### src/design/ppd_pkg.sv
package ppd_pkg;

  localparam logic [7:0] CharP    = 8'h50;
  localparam logic [7:0] Char3    = 8'h33;
  localparam logic [7:0] CharHash = 8'h23;
  localparam logic [7:0] CharLf   = 8'h0a;
  localparam logic [7:0] Char0    = 8'h30;
  localparam logic [7:0] Char9    = 8'h39;

  localparam logic [15:0] AccMax     = 16'hffff;
  localparam logic [15:0] MaxValue   = 16'd255;
  localparam logic [7:0]  ChannelMax = 8'd255;

  localparam logic       CfgScreenWidth = 1'b0;
  localparam logic       CfgRowOffset   = 1'b1;
  localparam logic [12:0] ScreenWidthRst = 13'd1024;
  localparam logic [11:0] RowOffsetRst   = 12'd128;

  typedef enum logic [1:0] {
    RK_PIXEL     = 2'd0,
    RK_BAD_MAGIC = 2'd1,
    RK_BAD_MAX   = 2'd2
  } result_kind_e;

  typedef enum logic [1:0] {
    TK_NONE      = 2'd0,
    TK_NUM       = 2'd1,
    TK_MAGIC_ERR = 2'd2
  } tok_kind_e;

  typedef struct packed {
    logic      sof;
    tok_kind_e kind;
    logic [15:0] value;
  } tok_t;

endpackage

### src/design/ascii_ppm_pixel_decoder.sv
// Parses an ASCII PPM (P3) file fed one byte per item and emits one item per
// pixel with its screen position and 24-bit color, or one error item for a bad
// magic or a maximum value other than 255. A byte is taken every cycle; the
// front end tokenizes numbers and passes them through a two-entry queue to the
// back end, so a result passes through the queue and then the output register after
// the byte that ends its last number, and the input stalls only when the queue fills behind a stalled output.
module ascii_ppm_pixel_decoder import ppd_pkg::*; #(
  parameter int MAX_DIM = 4096
) (
  input  logic        clk_i,
  input  logic        rst_ni,
  input  logic        in_valid_i,
  output logic        in_stall_o,
  input  logic [7:0]  data_byte_i,
  input  logic        start_of_file_i,
  output logic        out_valid_o,
  input  logic        out_stall_i,
  output logic [1:0]  result_kind_o,
  output logic signed [13:0] screen_x_o,
  output logic [12:0] screen_y_o,
  output logic [23:0] pixel_color_o,
  input  logic        cfg_valid_i,
  output logic        cfg_ready_o,
  input  logic        cfg_index_i,
  input  logic [12:0] cfg_data_i
);

  logic [12:0] screen_width_q;
  logic [11:0] row_offset_q;
  logic        push, full, pop, fifo_valid;
  tok_t        push_tok, pop_tok;

  assign cfg_ready_o = 1'b1;

  always_ff @(posedge clk_i or negedge rst_ni) begin
    if (!rst_ni) begin
      screen_width_q <= ScreenWidthRst;
      row_offset_q   <= RowOffsetRst;
    end else if (cfg_valid_i) begin
      unique case (cfg_index_i)
        CfgScreenWidth: screen_width_q <= cfg_data_i;
        CfgRowOffset:   row_offset_q   <= cfg_data_i[11:0];
        default:        ;
      endcase
    end
  end

  ppd_front u_front (
    .clk_i           (clk_i),
    .rst_ni          (rst_ni),
    .in_valid_i      (in_valid_i),
    .in_stall_o      (in_stall_o),
    .data_byte_i     (data_byte_i),
    .start_of_file_i (start_of_file_i),
    .tok_valid_o     (push),
    .tok_full_i      (full),
    .tok_o           (push_tok)
  );

  ppd_fifo u_fifo (
    .clk_i       (clk_i),
    .rst_ni      (rst_ni),
    .push_i      (push),
    .push_data_i (push_tok),
    .full_o      (full),
    .pop_i       (pop),
    .valid_o     (fifo_valid),
    .pop_data_o  (pop_tok)
  );

  ppd_back #(
    .MAX_DIM (MAX_DIM)
  ) u_back (
    .clk_i          (clk_i),
    .rst_ni         (rst_ni),
    .tok_valid_i    (fifo_valid),
    .tok_i          (pop_tok),
    .tok_pop_o      (pop),
    .screen_width_i (screen_width_q),
    .row_offset_i   (row_offset_q),
    .out_valid_o    (out_valid_o),
    .out_stall_i    (out_stall_i),
    .result_kind_o  (result_kind_o),
    .screen_x_o     (screen_x_o),
    .screen_y_o     (screen_y_o),
    .pixel_color_o  (pixel_color_o)
  );

endmodule

### src/design/ppd_front.sv
module ppd_front import ppd_pkg::*; (
  input  logic       clk_i,
  input  logic       rst_ni,
  input  logic       in_valid_i,
  output logic       in_stall_o,
  input  logic [7:0] data_byte_i,
  input  logic       start_of_file_i,
  output logic       tok_valid_o,
  input  logic       tok_full_i,
  output tok_t       tok_o
);

  logic [1:0]  byte_pos_q, byte_pos_d;
  logic        halted_q, halted_d;
  logic        in_comment_q, in_comment_d;
  logic        in_number_q, in_number_d;
  logic [15:0] acc_q, acc_d;
  logic        accept;
  logic [19:0] prod;
  tok_kind_e   kind;

  assign in_stall_o = tok_full_i;
  assign accept     = in_valid_i && !tok_full_i;

  always_comb begin
    byte_pos_d   = byte_pos_q;
    halted_d     = halted_q;
    in_comment_d = in_comment_q;
    in_number_d  = in_number_q;
    acc_d        = acc_q;
    kind         = TK_NONE;
    prod         = '0;
    if (start_of_file_i) begin
      byte_pos_d   = '0;
      halted_d     = 1'b0;
      in_comment_d = 1'b0;
      in_number_d  = 1'b0;
      acc_d        = '0;
    end
    if (!halted_d) begin
      if (byte_pos_d != 2'd3) begin
        if ((byte_pos_d == 2'd0 && data_byte_i != CharP) ||
            (byte_pos_d == 2'd1 && data_byte_i != Char3)) begin
          kind     = TK_MAGIC_ERR;
          halted_d = 1'b1;
        end
        byte_pos_d = byte_pos_d + 2'd1;
      end else if (in_comment_d) begin
        if (data_byte_i == CharLf) begin
          in_comment_d = 1'b0;
        end
      end else if (data_byte_i == CharHash) begin
        in_comment_d = 1'b1;
      end else if (data_byte_i >= Char0 && data_byte_i <= Char9) begin
        prod        = {4'd0, acc_d} * 20'd10 + {12'd0, data_byte_i - Char0};
        acc_d       = (prod > {4'd0, AccMax}) ? AccMax : prod[15:0];
        in_number_d = 1'b1;
      end else if (in_number_d) begin
        kind        = TK_NUM;
        in_number_d = 1'b0;
        acc_d       = '0;
      end
    end
  end

  assign tok_valid_o = accept && (start_of_file_i || kind != TK_NONE);
  assign tok_o.sof   = start_of_file_i;
  assign tok_o.kind  = kind;
  assign tok_o.value = start_of_file_i ? 16'd0 : acc_q;

  always_ff @(posedge clk_i or negedge rst_ni) begin
    if (!rst_ni) begin
      byte_pos_q   <= '0;
      halted_q     <= 1'b0;
      in_comment_q <= 1'b0;
      in_number_q  <= 1'b0;
      acc_q        <= '0;
    end else if (accept) begin
      byte_pos_q   <= byte_pos_d;
      halted_q     <= halted_d;
      in_comment_q <= in_comment_d;
      in_number_q  <= in_number_d;
      acc_q        <= acc_d;
    end
  end

endmodule

### src/design/ppd_fifo.sv
module ppd_fifo import ppd_pkg::*; (
  input  logic clk_i,
  input  logic rst_ni,
  input  logic push_i,
  input  tok_t push_data_i,
  output logic full_o,
  input  logic pop_i,
  output logic valid_o,
  output tok_t pop_data_o
);

  tok_t       mem_q [2];
  logic       wr_ptr_q, rd_ptr_q;
  logic [1:0] count_q;

  assign full_o     = count_q == 2'd2;
  assign valid_o    = count_q != 2'd0;
  assign pop_data_o = mem_q[rd_ptr_q];

  always_ff @(posedge clk_i) begin
    if (push_i) begin
      mem_q[wr_ptr_q] <= push_data_i;
    end
  end

  always_ff @(posedge clk_i or negedge rst_ni) begin
    if (!rst_ni) begin
      wr_ptr_q <= 1'b0;
      rd_ptr_q <= 1'b0;
      count_q  <= '0;
    end else begin
      if (push_i) begin
        wr_ptr_q <= !wr_ptr_q;
      end
      if (pop_i) begin
        rd_ptr_q <= !rd_ptr_q;
      end
      if (push_i && !pop_i) begin
        count_q <= count_q + 2'd1;
      end else if (pop_i && !push_i) begin
        count_q <= count_q - 2'd1;
      end
    end
  end

endmodule

### src/design/ppd_back.sv
module ppd_back import ppd_pkg::*; #(
  parameter int MAX_DIM = 4096
) (
  input  logic         clk_i,
  input  logic         rst_ni,
  input  logic         tok_valid_i,
  input  tok_t         tok_i,
  output logic         tok_pop_o,
  input  logic [12:0]  screen_width_i,
  input  logic [11:0]  row_offset_i,
  output logic         out_valid_o,
  input  logic         out_stall_i,
  output logic [1:0]   result_kind_o,
  output logic signed [13:0] screen_x_o,
  output logic [12:0]  screen_y_o,
  output logic [23:0]  pixel_color_o
);

  localparam logic [12:0] DimLim = 13'(MAX_DIM);

  logic        halted_q, halted_d;
  logic [12:0] width_q, width_d;
  logic [12:0] height_q, height_d;
  logic        max_ok_q, max_ok_d;
  logic [1:0]  chan_q, chan_d;
  logic [23:0] color_q, color_d;
  logic [12:0] col_q, col_d;
  logic [12:0] row_q, row_d;

  logic         out_valid_q, out_valid_d;
  result_kind_e kind_q, kind_d;
  logic [13:0]  sx_q, sx_d;
  logic [12:0]  sy_q, sy_d;
  logic [23:0]  pix_q, pix_d;

  logic [12:0] dim;
  logic [7:0]  chan_val;
  logic [12:0] col_inc;

  assign tok_pop_o = tok_valid_i && (!out_valid_q || !out_stall_i);
  assign dim       = (tok_i.value > {3'd0, DimLim}) ? DimLim : tok_i.value[12:0];
  assign chan_val  = (tok_i.value > MaxValue) ? ChannelMax : tok_i.value[7:0];

  always_comb begin
    halted_d    = halted_q;
    width_d     = width_q;
    height_d    = height_q;
    max_ok_d    = max_ok_q;
    chan_d      = chan_q;
    color_d     = color_q;
    col_d       = col_q;
    row_d       = row_q;
    out_valid_d = out_valid_q && out_stall_i;
    kind_d      = kind_q;
    sx_d        = sx_q;
    sy_d        = sy_q;
    pix_d       = pix_q;
    col_inc     = '0;
    if (tok_pop_o) begin
      if (tok_i.sof) begin
        halted_d = 1'b0;
        width_d  = '0;
        height_d = '0;
        max_ok_d = 1'b0;
        chan_d   = '0;
        color_d  = '0;
        col_d    = '0;
        row_d    = '0;
      end
      if (tok_i.kind == TK_MAGIC_ERR) begin
        halted_d    = 1'b1;
        out_valid_d = 1'b1;
        kind_d      = RK_BAD_MAGIC;
        sx_d        = '0;
        sy_d        = '0;
        pix_d       = '0;
      end else if (tok_i.kind == TK_NUM && !halted_d) begin
        if (width_d == '0) begin
          width_d = dim;
        end else if (height_d == '0) begin
          height_d = dim;
        end else if (!max_ok_d) begin
          if (tok_i.value == MaxValue) begin
            max_ok_d = 1'b1;
          end else begin
            halted_d    = 1'b1;
            out_valid_d = 1'b1;
            kind_d      = RK_BAD_MAX;
            sx_d        = '0;
            sy_d        = '0;
            pix_d       = '0;
          end
        end else begin
          color_d = {color_d[15:0], chan_val};
          chan_d  = chan_d + 2'd1;
          if (chan_d == 2'd3) begin
            chan_d      = '0;
            out_valid_d = 1'b1;
            kind_d      = RK_PIXEL;
            sx_d        = {1'b0, screen_width_i} - {1'b0, width_d} + {1'b0, col_d};
            sy_d        = row_d + {1'b0, row_offset_i};
            pix_d       = color_d;
            col_inc     = col_d + 13'd1;
            if (col_inc >= width_d) begin
              col_d = '0;
              row_d = row_d + 13'd1;
            end else begin
              col_d = col_inc;
            end
          end
        end
      end
    end
  end

  always_ff @(posedge clk_i or negedge rst_ni) begin
    if (!rst_ni) begin
      halted_q    <= 1'b0;
      width_q     <= '0;
      height_q    <= '0;
      max_ok_q    <= 1'b0;
      chan_q      <= '0;
      color_q     <= '0;
      col_q       <= '0;
      row_q       <= '0;
      out_valid_q <= 1'b0;
    end else begin
      halted_q    <= halted_d;
      width_q     <= width_d;
      height_q    <= height_d;
      max_ok_q    <= max_ok_d;
      chan_q      <= chan_d;
      color_q     <= color_d;
      col_q       <= col_d;
      row_q       <= row_d;
      out_valid_q <= out_valid_d;
    end
  end

  always_ff @(posedge clk_i) begin
    kind_q <= kind_d;
    sx_q   <= sx_d;
    sy_q   <= sy_d;
    pix_q  <= pix_d;
  end

  assign out_valid_o   = out_valid_q;
  assign result_kind_o = kind_q;
  assign screen_x_o    = sx_q;
  assign screen_y_o    = sy_q;
  assign pixel_color_o = pix_q;

endmodule

### config.mk
export PLATFORM = sky130hd
export DESIGN_NAME = ascii_ppm_pixel_decoder
export DESIGN_NICKNAME = d
export VERILOG_FILES = /design/src/design/ppd_pkg.sv /design/src/design/ascii_ppm_pixel_decoder.sv /design/src/design/ppd_front.sv /design/src/design/ppd_fifo.sv /design/src/design/ppd_back.sv
export SDC_FILE = /design/constraint.sdc
export NUM_CORES = 1
export LEC_CHECK = 0
export BUFFER_PORTS_ARGS = -buffer_cell sky130_fd_sc_hd__buf_2
export CAP_MARGIN = 40
export CORE_UTILIZATION = 57
export CTS_BUF_LIST = sky130_fd_sc_hd__clkbuf_8
export CTS_CLUSTER_DIAMETER = 50
export DETAILED_ROUTE_END_ITERATION = 10
export GPL_TIMING_DRIVEN = 0
export PLACE_DENSITY = 0.8
export SYNTH_ARGS = -nofsm -noshare
export SYNTH_HDL_FRONTEND = slang
export SYNTH_HIERARCHICAL = 1
export SYNTH_SLANG_ARGS = --single-unit
### constraint.sdc
create_clock -name clk_i -period 4.8 [get_ports clk_i]
set_input_delay 0.72 -clock clk_i [delete_from_list [all_inputs] [get_ports clk_i]]
set_output_delay 0.72 -clock clk_i [all_outputs]
set_load 0.05 [all_outputs]
# Word level (Yosys, flattened, before mapping)
# Memory sizes are Yosys's and may differ from the RTL's.
# Cells that the tools add are included.
[totals] out_inout_bits=56 ramBits=38 regBits=184 elab_cells=220 n_memories=1 input_bits=28
[mem_list] name="u_fifo.mem_q" words=2 width=19 rd=1 rd_ports_with_merged_regs=0 wr=1 line_no="ppd_fifo.sv:12" rtl="tok_t mem_q [2];"
[classes] eq_ne=15 bitwise=1 magnitude_cmp=6 reduce_logical=31 n_mux=131 n_addsub=11 multipliers=1
[ops] cell="13-bit two-way mux" n=36
[ops] cell="24-bit two-way mux" n=12
[ops] cell="16-bit two-way mux" n=8
[ops] cell="14-bit two-way mux" n=6
[ops] cell="2-bit two-way mux" n=25
[ops] cell="1-bit two-way mux" n=43
[ops] cell="13-bit by 1-bit adder with 13-bit output, second input constant" n=2
[ops] cell="13-bit zero test" n=2
[ops] cell="20-bit by 8-bit adder with 20-bit output" n=1
[ops] cell="20-bit by 16-bit > comparator with 1-bit output, second input constant" n=1
[ops] cell="16-bit by 3-bit multiplier with 19-bit output, second input constant" n=1
[ops] cell="16-bit by 8-bit equality test with 1-bit output, second input constant" n=1
[ops] cell="16-bit by 13-bit > comparator with 1-bit output, second input constant" n=1
[ops] cell="16-bit by 8-bit > comparator with 1-bit output, second input constant" n=1
[ops] cell="14-bit by 13-bit adder with 14-bit output" n=1
[ops] cell="13-bit by 13-bit subtractor with 14-bit output" n=1
[ops] cell="13-bit by 12-bit adder with 13-bit output" n=1
[ops] cell="13-bit >= comparator" n=1
[ops] cell="1-bit logical AND" n=10
[ops] cell="8-bit by 4-bit equality test with 1-bit output, second input constant" n=1
[ops] cell="8-bit by 6-bit equality test with 1-bit output, second input constant" n=1
[ops] cell="8-bit by 6-bit >= comparator with 1-bit output, second input constant" n=1
[ops] cell="8-bit by 6-bit less-or-equal comparator with 1-bit output, second input constant" n=1
[ops] cell="1-bit zero test" n=8
[ops] cell="other kinds (18)" n=30

# Longest topological paths before layout
[depth] word_depth=14 depth_mapped=21 depth_no_buf=17

# Modules after synthesis
# Netlist, hierarchy kept.
[by_module_without_submodules] mod="ppd_back" area_each_um2=7539.7 cells_each=754 seq_area_each_um2=3418.3 n_inst=1
[by_module_without_submodules] mod="ppd_front" area_each_um2=2693.8 cells_each=336 seq_area_each_um2=525.5 n_inst=1
[by_module_without_submodules] mod="ppd_fifo" area_each_um2=1640.3 cells_each=75 seq_area_each_um2=1241.2 n_inst=1
[by_module_without_submodules] mod="ascii_ppm_pixel_decoder" area_each_um2=1003.5 cells_each=56 seq_area_each_um2=628.1 n_inst=1

# Least setup slack after synthesis
# No wires, ideal clock.
[synth_path] path_type="register to register" start="register u_fifo.rd_ptr_q" end="register u_back.col_q[2]" path_stages_with_launch=21 required_ns=4.699 period_less_slack_ns=4.527 arrival_time_ns=4.427 setup_slack_ns=0.273 n_path_buf=4 path_cell_list="dfrtp_1 -> buf_6 -> mux2_4 -> buf_6 -> inv_2 -> clkbuf_1 -> buf_1 -> nand2_1 -> inv_1 -> ha_1 -> nand4_1 -> nor2_1 -> nand4_1 -> xor2_1 -> ha_1 -> a2111oi_2 -> o21ai_1 -> a2111oi_4 -> nor2_2 -> o21a_1 -> o311ai_2"
[synth_lines] item="start, declared" line_no="ppd_fifo.sv:13" rtl="logic wr_ptr_q, rd_ptr_q;"
[synth_lines] item="start signal, assigned" line_no="ppd_fifo.sv:36" rtl="rd_ptr_q <= !rd_ptr_q;"
[synth_lines] item="end signal, assigned" line_no="ppd_back.sv:134" rtl="col_q <= col_d;"
[synth_lines] item="end, declared" line_no="ppd_back.sv:27" rtl="logic [12:0] col_q, col_d;"

==> results by group <==
Place
  • Dpl cells: 1585
  • IO Port Bufs: 81
  • Routability cong.: 0.949
  • HPWL Detailed: 23000 um

Setup path
  • Worst reg2reg startpoint: u_fifo/rd_ptr_q$_DFFE_PN0P_
  • Critical path's top delay family: simple AND/OR/NAND/NOR gates
  • Data arrival time of the critical path: 5.10 ns
  • Type of origin of the critical path: register
  • FF-to-FF path depth: 19
  • R2r endpoint: u_back/col_q[11]$_DFFE_PN0P_
  • Crit-path max cell delay: 0.39 ns
  • CP Cell Sequence: buf_6, mux2_4, buf_6, buf_2, buf_4, nor2b_2, ha_2, nand4_1, nor2_4, nand4_1, xor2_1, ha_1, a2111oi_2, o21ai_1, a2111oi_4, buf_4, nor2_2, nor3_4, a22o_1
  • Worst Setup End Kind: register
  • CP Max Fanout: 10
  • Setup Crit Path Kind: reg2reg
  • CP max stage cell: nor3_4
  • Flop2flop setup slack: 0.17 ns
  • Bufs and invs on worst path: 5
  • Setup crit start: u_fifo/rd_ptr_q$_DFFE_PN0P_
  • Worst EP required: 5.27 ns

Run status
  • Failing checks: design-rule violations
  • Status: finished, violations left

STA
  • Clock skew: 0.0240 ns
  • Slew @ Worst Pin: 0.842 ns
  • Final Hold Vio Count: 0
  • Min cycle time layout: 4.63 ns
  • Fin. max-slew vios: 0
  • Slew Limit Headroom: 43.9%
  • Fin Hold WS: 0.161 ns
  • Fin crit share: 96.5%
  • Peak Freq: 0.216 GHz
  • Endpoints failing setup: 0

Hold path
  • Worst Hold Class: in2async

Synth
  • Mapped Area: 0.0129 mm^2
  • Syn Area/Cell: 10.5 um^2
  • Cells after synthesis: 1221
  • Main combinational cell family by area after synthesis: simple AND/OR/NAND/NOR gates
  • Syn_nets: 1335
  • Register area share after synthesis: 45.1%
  • Post-synthesis mux area share: 5.19%
  • Post-Synth XOR/XNOR Area: 4.83%
  • Synth Register Bits: 214
  • Top_reg_cell synth: dfrtp_1
  • Synth Area in Compound Gates: 14.3%
  • Post-synth top area share: 23.5%
  • Count of cell types in the netlist: 94
  • YS warnings: 6
  • Largest cells by area after synthesis: dfrtp_1 24%, edfxtp_1 21%, ha_1 6.8%
  • FFs w/ async S/R, synth: 57.5%
  • EDFF count, synth: 91
  • Area share of and/or/nand/nor cells after synthesis: 17.2%
  • Adder-Cell Fraction of Synth Area: 9.29%
  • Area leader, netlist: dfrtp_1

Clock tree
  • CTS tree: built
  • Clk Latency, worst-skew pair: 0.53 ns
  • Longest Clk Path Bufs: 3
  • CTS H-tree lvls: 2
  • Number of CTS-inserted buffers: 37
  • Clock root buffer: clkbuf_8
  • CTS Sinks: 214
  • Clk slew on worst S/H paths: 0.06 ns

Layout
  • Layout area overhead: 13.3%
  • Layout cells sized above 1: 18.7%
  • Most frequent cells in the layout: 121 x dfrtp_1, 98 x nand2_1, 91 x inv_1, 91 x edfxtp_1, 89 x buf_2
  • Fin nets: 1463
  • Fillers: 1667
  • Most common cell after layout, fill and taps aside: dfrtp_1
  • Non-Filler Instances: 1657
  • Number of diodes: 0

Pwr
  • LEAKAGE: 6.62 nW
  • PwrDens: 450 mW/mm^2
  • Peak supply drop: 0.357 mV

Floorplanning
  • Top Ports: 84
  • Die X: 152 um
  • Initial Utilization: 58.6%
  • Die Ht: 152 um
  • FP Rows: 54
  • Die area: 0.0232 mm^2
  • Core area: 0.0220 mm^2

Route
  • Drt drc: 7
  • Detail Route Antenna Nets: 0
  • DR iter-0 viols: 853
  • DR pass1 iterations: 11
  • Vias per Instance: 6.06
  • Wire length per cell: 18.7 um
  • Routed wire length: 31000 um
  • Via count: 10000

Global routing
  • Largest net degree at the start of global routing: 67
  • Vias in the first global route: 9896
  • Initial antenna violation count: 0
  • First-pass GRT wire length: 50300 um
  • Gr usage total: 27.1%
  • Grt total ovfl: 0

Job
  • Max Cap Viol: 0
-- registers in the layout, summed over array words and instances (netlist names), 2 cells and up --
signal                flops
u_back/row_q             13
u_back/screen_y_o        13
u_fifo/count_q            2
u_fifo/mem_q             38
u_front/byte_pos_q        2
u_back/result_kind_o      2
screen_width_q           13
u_back/chan_q             2
row_offset_q             12
u_back/col_q             13
u_back/width_q           13
u_front/acc_q            16
u_back/pixel_color_o     24
u_back/color_q           16
u_back/height_q          13
u_back/screen_x_o        14
-- metal layers --
layer,global-route usage [%],vias to the layer above,routed length [um]
li1,-,4657,-
met1,37.6,4868,13400
met2,42.2,448,14000
met3,5.23,70,2720
met4,10.2,0,861
met5,0,-,0
-- through the flow --
step	power, mW	util (%)	worst slack (ns)	setup TNS, ns	cell area, um^2
final	6.57	66.4	0.167	0	14600
after global routing	6.87	66.4	-0.0111	-0.0220	14600
after CTS	6.56	66.3	0.0388	0	14600
after detailed placement	4.76	62.4	-0.989	-28.69	13700
after global placement	4.68	62.1	-0.955	-27.01	13600
after floorplan	4.12	-	0.273	0	12900
-- cells by family after synthesis --
kind of cell               after synthesis
AOI/OAI and AO/OA                      263
xor gates and xnor gates                71
adders and majority gates               86
buffers and inverters                  121
DFF                                    214
muxes                                   49
other                                    1
and+or+nand+nor                        416
-- cell usage after synthesis, types with 4 or more instances --
library cell / count
a211oi_1: 5
a21o_1: 11
a21oi_1: 49
a22o_1: 31
a22oi_1: 6
a31o_1: 4
a31oi_1: 15
a32o_1: 6
a32oi_1: 5
and2_1: 19
and3_1: 33
buf_2: 8
buf_6: 5
clkbuf_1: 27
dfrtp_1: 121
edfxtp_1: 91
fa_1: 16
ha_1: 70
inv_1: 74
mux2_2: 16
mux2_4: 29
nand2_1: 98
nand2b_1: 10
nand3_1: 22
nand4_1: 12
nor2_1: 85
nor2b_1: 49
nor3_1: 33
nor4_1: 11
o211ai_1: 5
o21a_1: 12
o21ai_0: 39
o21ai_1: 35
o31ai_1: 5
or2_2: 6
or3_1: 6
xnor2_1: 37
xor2_1: 34
-- cell type report --
| cell class | instances | area [um^2] | area share (%) |
|---|---|---|---|
| inverter | 75 | 282 | 1.93 |
| sequential | 214 | 5810 | 39.8 |
| tap | 280 | 350 | 2.40 |
| clock buffer | 42 | 578 | 3.96 |
| clock inverter | 25 | 206 | 1.42 |
| multi-input combinational | 886 | 6580 | 45.1 |
| timing repair buffer | 91 | 527 | 3.61 |
| buffer | 44 | 248 | 1.70 |
-- worst max path at each step --
stage	to	slack, ns	cells past startpoint
final	u_back/col_q[11]$_DFFE_PN0P_	0.17	19
after global routing	u_back/col_q[6]$_DFFE_PN0P_	-0.01	19
after detailed placement	u_back/col_q[1]$_DFFE_PN0P_	-0.99	20
after floorplan	u_back/col_q[2]$_DFFE_PN0P_	0.27	20
after global placement	u_back/col_q[11]$_DFFE_PN0P_	-0.95	20
after CTS	u_back/col_q[11]$_DFFE_PN0P_	0.04	19
-- report_power, final --
group	leakage, nW	switching, mW	internal, mW
registers	2.50	0.126	2.24
logic	3.66	1.69	0.753
clock network	0.461	0.741	1.02
-- what timing repair did --
action,in CTS,in global routing
setup buffers,4,3
gates resized for setup,10,10
endpoints found under the setup margin,28,30
hold buffers,0,0
pin swaps,1,3
gates cloned,0,0
No activity file was read; power rests on OpenSTA's default activity.
